## src/hdl/ecu_pkg.sv

```systemverilog
// Shared constants and types of the easing curve unit
package ecu_pkg;

    localparam int POS_BITS_DEF   = 24;
    localparam int VALUE_BITS_DEF = 24;
    localparam int FRAC_BITS_DEF  = 16;
    localparam int SINE_DEPTH_DEF = 256;

    localparam int CFG_INDEX_BITS = 3;
    localparam int MODE_BITS      = 3;

    typedef enum logic [MODE_BITS-1:0] {
        MODE_LINEAR,
        MODE_SINE_IN,
        MODE_SINE_OUT,
        MODE_SINE_IN_OUT,
        MODE_QUAD,
        MODE_CUBIC
    } mode_t;

    typedef enum logic [CFG_INDEX_BITS-1:0] {
        REG_CURVE_MODE,
        REG_START_POS,
        REG_END_POS,
        REG_START_VALUE,
        REG_END_VALUE,
        REG_CONTROL1,
        REG_CONTROL2
    } reg_index_t;

    typedef struct packed {
        logic valid;
        logic zero_span;
        logic clamp_lo;
        logic clamp_hi;
    } ecu_tag_t;

endpackage

```

## src/hdl/ecu_div.sv

```systemverilog
// Pipelined restoring divider giving the rounded, clamped curve parameter t
module ecu_div #(
    parameter int POS_BITS  = ecu_pkg::POS_BITS_DEF,
    parameter int FRAC_BITS = ecu_pkg::FRAC_BITS_DEF
) (
    input  logic                    clk,
    input  logic                    rst_n,
    input  logic                    en,
    input  ecu_pkg::ecu_tag_t       tag_in,
    input  logic [POS_BITS-1:0]     num,
    input  logic [POS_BITS-1:0]     span,
    output ecu_pkg::ecu_tag_t       tag_out_reg,
    output logic [FRAC_BITS:0]      t_reg
);
    import ecu_pkg::*;

    localparam int STEPS = FRAC_BITS + 1;
    localparam logic [FRAC_BITS:0] ONE_T = {1'b1, {FRAC_BITS{1'b0}}};

    logic [POS_BITS-1:0]  rem_reg  [STEPS];
    logic [POS_BITS-1:0]  span_reg [STEPS];
    logic [FRAC_BITS:0]   quo_reg  [STEPS];
    ecu_tag_t             tag_reg  [STEPS];

    genvar j;
    generate
        for (j = 0; j < STEPS; j++)
        begin : g_step
            logic [POS_BITS:0]   trial;
            logic [POS_BITS:0]   diff;
            logic [POS_BITS-1:0] span_prev;
            logic [FRAC_BITS:0]  quo_prev;
            ecu_tag_t            tag_prev;
            logic                bit_q;

            if (j == 0)
            begin : g_first
                // numerator never exceeds the span, so the top bit needs no shift
                assign trial     = {1'b0, num};
                assign span_prev = span;
                assign quo_prev  = '0;
                assign tag_prev  = tag_in;
            end
            else
            begin : g_next
                assign trial     = {rem_reg[j-1], 1'b0};
                assign span_prev = span_reg[j-1];
                assign quo_prev  = quo_reg[j-1];
                assign tag_prev  = tag_reg[j-1];
            end

            assign bit_q = (trial >= {1'b0, span_prev});
            assign diff  = trial - {1'b0, span_prev};

            always_ff @(posedge clk or negedge rst_n)
            begin
                if (!rst_n)
                begin
                    tag_reg[j] <= '0;
                end
                else if (en)
                begin
                    tag_reg[j] <= tag_prev;
                end
            end

            always_ff @(posedge clk)
            begin
                if (en)
                begin
                    rem_reg[j]  <= bit_q ? diff[POS_BITS-1:0] : trial[POS_BITS-1:0];
                    quo_reg[j]  <= {quo_prev[FRAC_BITS-1:0], bit_q};
                    span_reg[j] <= span_prev;
                end
            end
        end
    endgenerate

    // round half up: add one when remainder plus half the span reaches the span
    logic [POS_BITS:0]  rsum;
    logic               round_up;
    logic [FRAC_BITS:0] t_next;

    always_comb
    begin
        rsum     = {1'b0, rem_reg[STEPS-1]} + {2'b00, span_reg[STEPS-1][POS_BITS-1:1]};
        round_up = (rsum >= {1'b0, span_reg[STEPS-1]});
        if (tag_reg[STEPS-1].clamp_hi)
        begin
            t_next = ONE_T;
        end
        else if (tag_reg[STEPS-1].clamp_lo)
        begin
            t_next = '0;
        end
        else
        begin
            t_next = quo_reg[STEPS-1] + {{FRAC_BITS{1'b0}}, round_up};
        end
    end

    always_ff @(posedge clk or negedge rst_n)
    begin
        if (!rst_n)
        begin
            tag_out_reg <= '0;
        end
        else if (en)
        begin
            tag_out_reg <= tag_reg[STEPS-1];
        end
    end

    always_ff @(posedge clk)
    begin
        if (en)
        begin
            t_reg <= t_next;
        end
    end

endmodule

```

## config.mk

```make
export PLATFORM = sky130hd
export DESIGN_NAME = ecu_div
export DESIGN_NICKNAME = d
export VERILOG_FILES = /design/src/hdl/ecu_pkg.sv /design/src/hdl/ecu_div.sv
export SDC_FILE = /design/constraint.sdc
export NUM_CORES = 2
export LEC_CHECK = 0
export ABC_AREA = 1
export BUFFER_PORTS_ARGS = -buffer_cell sky130_fd_sc_hd__buf_4
export CORE_ASPECT_RATIO = 1.25
export CORE_MARGIN = 2
export CORE_UTILIZATION = 47
export DETAILED_ROUTE_END_ITERATION = 12
export PLACE_DENSITY = 0.59
export SKIP_CTS_REPAIR_TIMING = 1
export SLEW_MARGIN = 20
export SYNTH_ARGS = -nofsm -noshare
export SYNTH_HDL_FRONTEND = slang
export SYNTH_SLANG_ARGS = --single-unit
```

## constraint.sdc

```tcl
create_clock -name clk -period 5.1 [get_ports clk]
set_input_delay 0.51 -clock clk [delete_from_list [all_inputs] [get_ports clk]]
set_output_delay 0.51 -clock clk [all_outputs]
set_load 0.01 [all_outputs]
```

## Word level (Yosys, flattened, before mapping)

Memory sizes are Yosys's and may differ from the RTL's.
Cells that the tools add are included.
W data, S select, Z words.

- $add $sub $neg: 19
- Order comparisons: 18
- Mux-type cells: 20
- Reduce and logical (&&, ||, !) cells: 1

Operators by type and width:

| operator | count |
|---|---|
| $ge A25 B24 Y1 | 17 |
| $mux W24 | 17 |
| $sub A24 B24 Y24 | 17 |
| $add A24 B23 Y25 | 1 |
| $ge A24 B24 Y1 | 1 |
| $add A17 B1 Y17 | 1 |
| $mux W17 | 1 |
| $mux W1 | 2 |
| $reduce_or A2 Y1 | 1 |

- Register bits after elaboration: 89
- Memory bits (writable): 1105
- Input bits: 55
- Output and inout port bits: 21
- Logic and storage cells: 135
- Memories: 3

Memory list:

| memory | words | width | rd ports | clocked after memory_dff | write ports | line | text |
|---|---|---|---|---|---|---|---|
| rem_reg | 17 | 24 | 17 | 0 | 17 | ecu_div.sv:20 | `logic [POS_BITS-1:0] rem_reg [STEPS];` |
| span_reg | 17 | 24 | 17 | 0 | 17 | ecu_div.sv:21 | `logic [POS_BITS-1:0] span_reg [STEPS];` |
| quo_reg | 17 | 17 | 17 | 0 | 17 | ecu_div.sv:22 | `logic [FRAC_BITS:0] quo_reg [STEPS];` |

## Logic depth before layout (Yosys ltp)

An unclocked memory read counts as a cell.

- Depth in word-level cells: 5
- Depth in mapped cells: 33
- Mapped depth without buffers: 33

## Worst setup path after synthesis

No wires, ideal clock.

- Path kind: register to register
- Start point: mem span_reg[0][385] in the netlist's numbering
- End point: reg t_reg[10], data pin
- Arrival: 3.697 ns
- Slack: 1.147 ns
- Stages on the path, launching flop included: 31
- Cell sequence: edfxtp_1 > ha_1 > inv_1 > fa_1 > inv_1 > nand3_1 > nand2_1 > nand2_1 > nand2_1 > a21oi_1 > xnor2_1 > ha_1 > nand2_1 > inv_1 > nand3_1 > nor3_1 > nand2_1 > nand2_1 > nand2_1 > nand2_1 > nand2_1 > nand2_1 > ha_1 > ha_1 > nand2_1 > nor2_1 > nand3_1 > nor3_2 > nand3_1 > o21ai_1 > a21oi_1

RTL lines:

| item | line | text |
|---|---|---|
| start: declaration | ecu_div.sv:21 |  |
| end signal: assignment | ecu_div.sv:118 | `t_reg <= t_next;` |
| end: declaration | ecu_div.sv:13 | `output logic [FRAC_BITS:0] t_reg` |

==> impl_metrics.json <==
{
  "core_area_sq_um": 156000,
  "tns_ps": 0,
  "place.port_buffers": 75,
  "hp-class": "primary input to register",
  "routed_via_density": 5.09,
  "yosys_warnings": 0,
  "first_pass_iters": 7,
  "core.rowCount": 162,
  "fp.dieW_microns": 359,
  "cp-end-kind": "register",
  "maxCapViolCount": 0,
  "crit_fanout": 6,
  "crit_top_cell": "nand2_1",
  "r2r_start": "span_reg[0][402]",
  "reg2reg_slack_ps": 410,
  "grt_pass1_wl_microns": 352000,
  "initial_core_util_pct": 47.3,
  "async_flop_share_pct": 6.81,
  "syn_nets": 10486,
  "place_congestion": 0.978,
  "post_drt_wl_per_cell_microns": 19.0,
  "tritoncts": "built",
  "cts_made_buffers": 111,
  "final_nets": 10604,
  "grt_pass1_vias": 59617,
  "synthFlopType": "edfxtp_1",
  "synth_edf_count": 986,
  "hpwl_microns": 185000,
  "clk_path_buf_depth": 3,
  "ys_types": 42,
  "drc": 0,
  "critPathLaunchType": "register",
  "critPathArrivalTime_ps": 5230,
  "reg2regPathDepth": 29,
  "max_freq_mhz": 213,
  "finalCritPeriodShare_pct": 91.9,
  "wirelength_microns": 232000,
  "tightest_slew_ps": 933,
  "rr_endpoint": "t_reg[16]",
  "die_h_microns": 447,
  "grt.total_usage_pct": 28.7,
  "p_total_mw": 46.4,
  "num_vias": 62159,
  "cpPeakStageDelay_ps": 460,
  "die-area_sq_um": 160000,
  "yosysSeqAreaShare_pct": 42.5,
  "hold_viol_final": 0,
  "hp-start": "num[3]",
  "crit_end": "t_reg[16]",
  "drtIter0Drc": 4897,
  "overflow": 0,
  "area_delta_synth_final_pct": 9.07,
  "max-slew-margin-rel_pct": 37.8,
  "ys_seq_elements": 1058,
  "grt_antenna_before_repair": 6,
  "path_clk_slew_ps": 60,
  "ios": 76,
  "htreeDepth": 3,
  "clk_latency_ps": 790,
  "n_fill_cell": 15447,
  "cts_root_buffer": "clkbuf_16",
  "crit_start": "span_reg[0][402]",
  "drive_gt1_share_pct": 4.21,
  "crit_type": "register to register",
  "required_ps": 5640,
  "grt_max_degree": 141,
  "drv_slew": 0,
  "status": "finished, final reports clean",
  "grt_setup_unrepaired": "no",
  "power_density_nw_per_um2": 576,
  "crit_slowest_cell": "ha_1",
  "syn_inst": 9956,
  "setup_viol": 0,
  "syn_avg_cell_area_sq_um": 7.42,
  "power_leakage_nw": 42.5,
  "cts_sinks": 1058,
  "syn_area_sq_um": 73800,
  "fin_crit_ps": 4690,
  "antenna_left": 0,
  "fin_worst_skew_ps": 77.3,
  "ir_worst_vdd_v": 0.000360
}
per-layer routing:
| metal | track usage (%) | part of all wire, % | up-vias |
|---|---|---|---|
| met4 | 14.2 | 5.5 | 0 |
| li1 | - | - | 31498 |
| met5 | 0 | 0 | - |
| met3 | 2.89 | 4.4 | 421 |
| met2 | 49.9 | 48 | 1589 |
| met1 | 35.5 | 42 | 28651 |
power breakdown:
part	internal, mW	leakage (nW)	switching, mW
Sequential	12.6	10.5	1.75
Combinational	7.60	30.2	16.3
Clock	4.58	1.75	3.65
Total	24.7	42.5	21.7
cell type report:
class / instances / area, sq um / share of cell area [%]
Multi-Input combinational cell: 6617 / 33500 / 41.6
Sequential cell: 1058 / 31400 / 39.0
Inverter: 2130 / 8000 / 9.93
Clock buffer: 136 / 2880 / 3.58
Tap cell: 2050 / 2560 / 3.18
Timing Repair Buffer: 156 / 1360 / 1.69
Clock inverter: 69 / 811 / 1.01
Antenna cell: 2 / 5.00 / 0.00621
cells in the mapped netlist, types with 72 or more instances:
| library cell | n | area [sq um] |
|---|---|---|
| nand2_1 | 3918 | 14700 |
| nor2_1 | 531 | 1990 |
| a21oi_1 | 255 | 1280 |
| ha_1 | 457 | 5720 |
| nand4_1 | 518 | 3240 |
| inv_1 | 2122 | 7970 |
| dfrtp_1 | 72 | 1800 |
| edfxtp_1 | 986 | 29600 |
| xor2_1 | 173 | 1520 |
| nand3_1 | 386 | 1930 |
| buf_2 | 77 | 385 |
| o21ai_0 | 72 | 360 |
worst min-delay path by stage:
stage,endpoint,cells after the start,slack [ps]
5_1_grt,rem_reg[0][3],3,140
3_3_place_gp,quo_reg[0][286],0,400
4_1_cts,g_step[16].tag_prev[0],1,-170
3_5_place_dp,quo_reg[0][108],0,400
2_1_floorplan,g_step[10].tag_prev[0],0,210
6_report,rem_reg[0][3],3,130
logic make-up after synthesis:
| kind of cell | after synthesis | share of synthesized area, % |
|---|---|---|
| AO/OA/AOI/OAI | 375 | 2.85 |
| multiplexers | 8 | 0.122 |
| buffers and inverters | 2281 | 12.1 |
| XOR/XNOR | 206 | 2.44 |
| adder cells (fa/ha/maj) | 475 | 8.23 |
| AND/OR/NAND/NOR | 5553 | 31.7 |
| flip-flops | 1058 | 42.5 |
worst max-delay path, delay by kind of cell, from the launching register on:
family / cells / cell delay (ps)
AND/OR/NAND/NOR: 22 / 2710
buffers and inverters: 2 / 240
flip-flops: 1 / 410
AO/OA/AOI/OAI: 1 / 50
adder cells (fa/ha/maj): 4 / 1080
through the flow:
step	util [%]	std cells	hold WS, ps	setup slack (ps)	area (sq um)
detailed placement	49.0	11982	405	419	76500
floorplan	-	9956	214	1150	73800
global route	51.6	12216	137	34.5	80500
CTS	51.4	12187	-171	460	80200
global placement	49.0	11982	401	339	76500
finish	51.6	12218	134	412	80500
cells in the final DEF, fill, tap and decap left out, drive strengths merged:
master and n:
a211oi 1, a21boi 1, a21o 5, a21oi 271, and2 41, and3 1, buf 127, bufinv 10
clkbuf 136, clkinv 45, clkinvlp 10, dfrtp 72, diode 2, dlygate4sd3 29, edfxtp 986, fa 18
ha 457, inv 2134, mux2 8, nand2 3924, nand3 424, nand3b 22, nand4 523, nor2 569
nor3 36, nor4 4, o21a 18, o21ai 77, o21bai 2, or2 9, xnor2 33, xor2 173
Note: power is estimated with default switching activity, not from simulation.
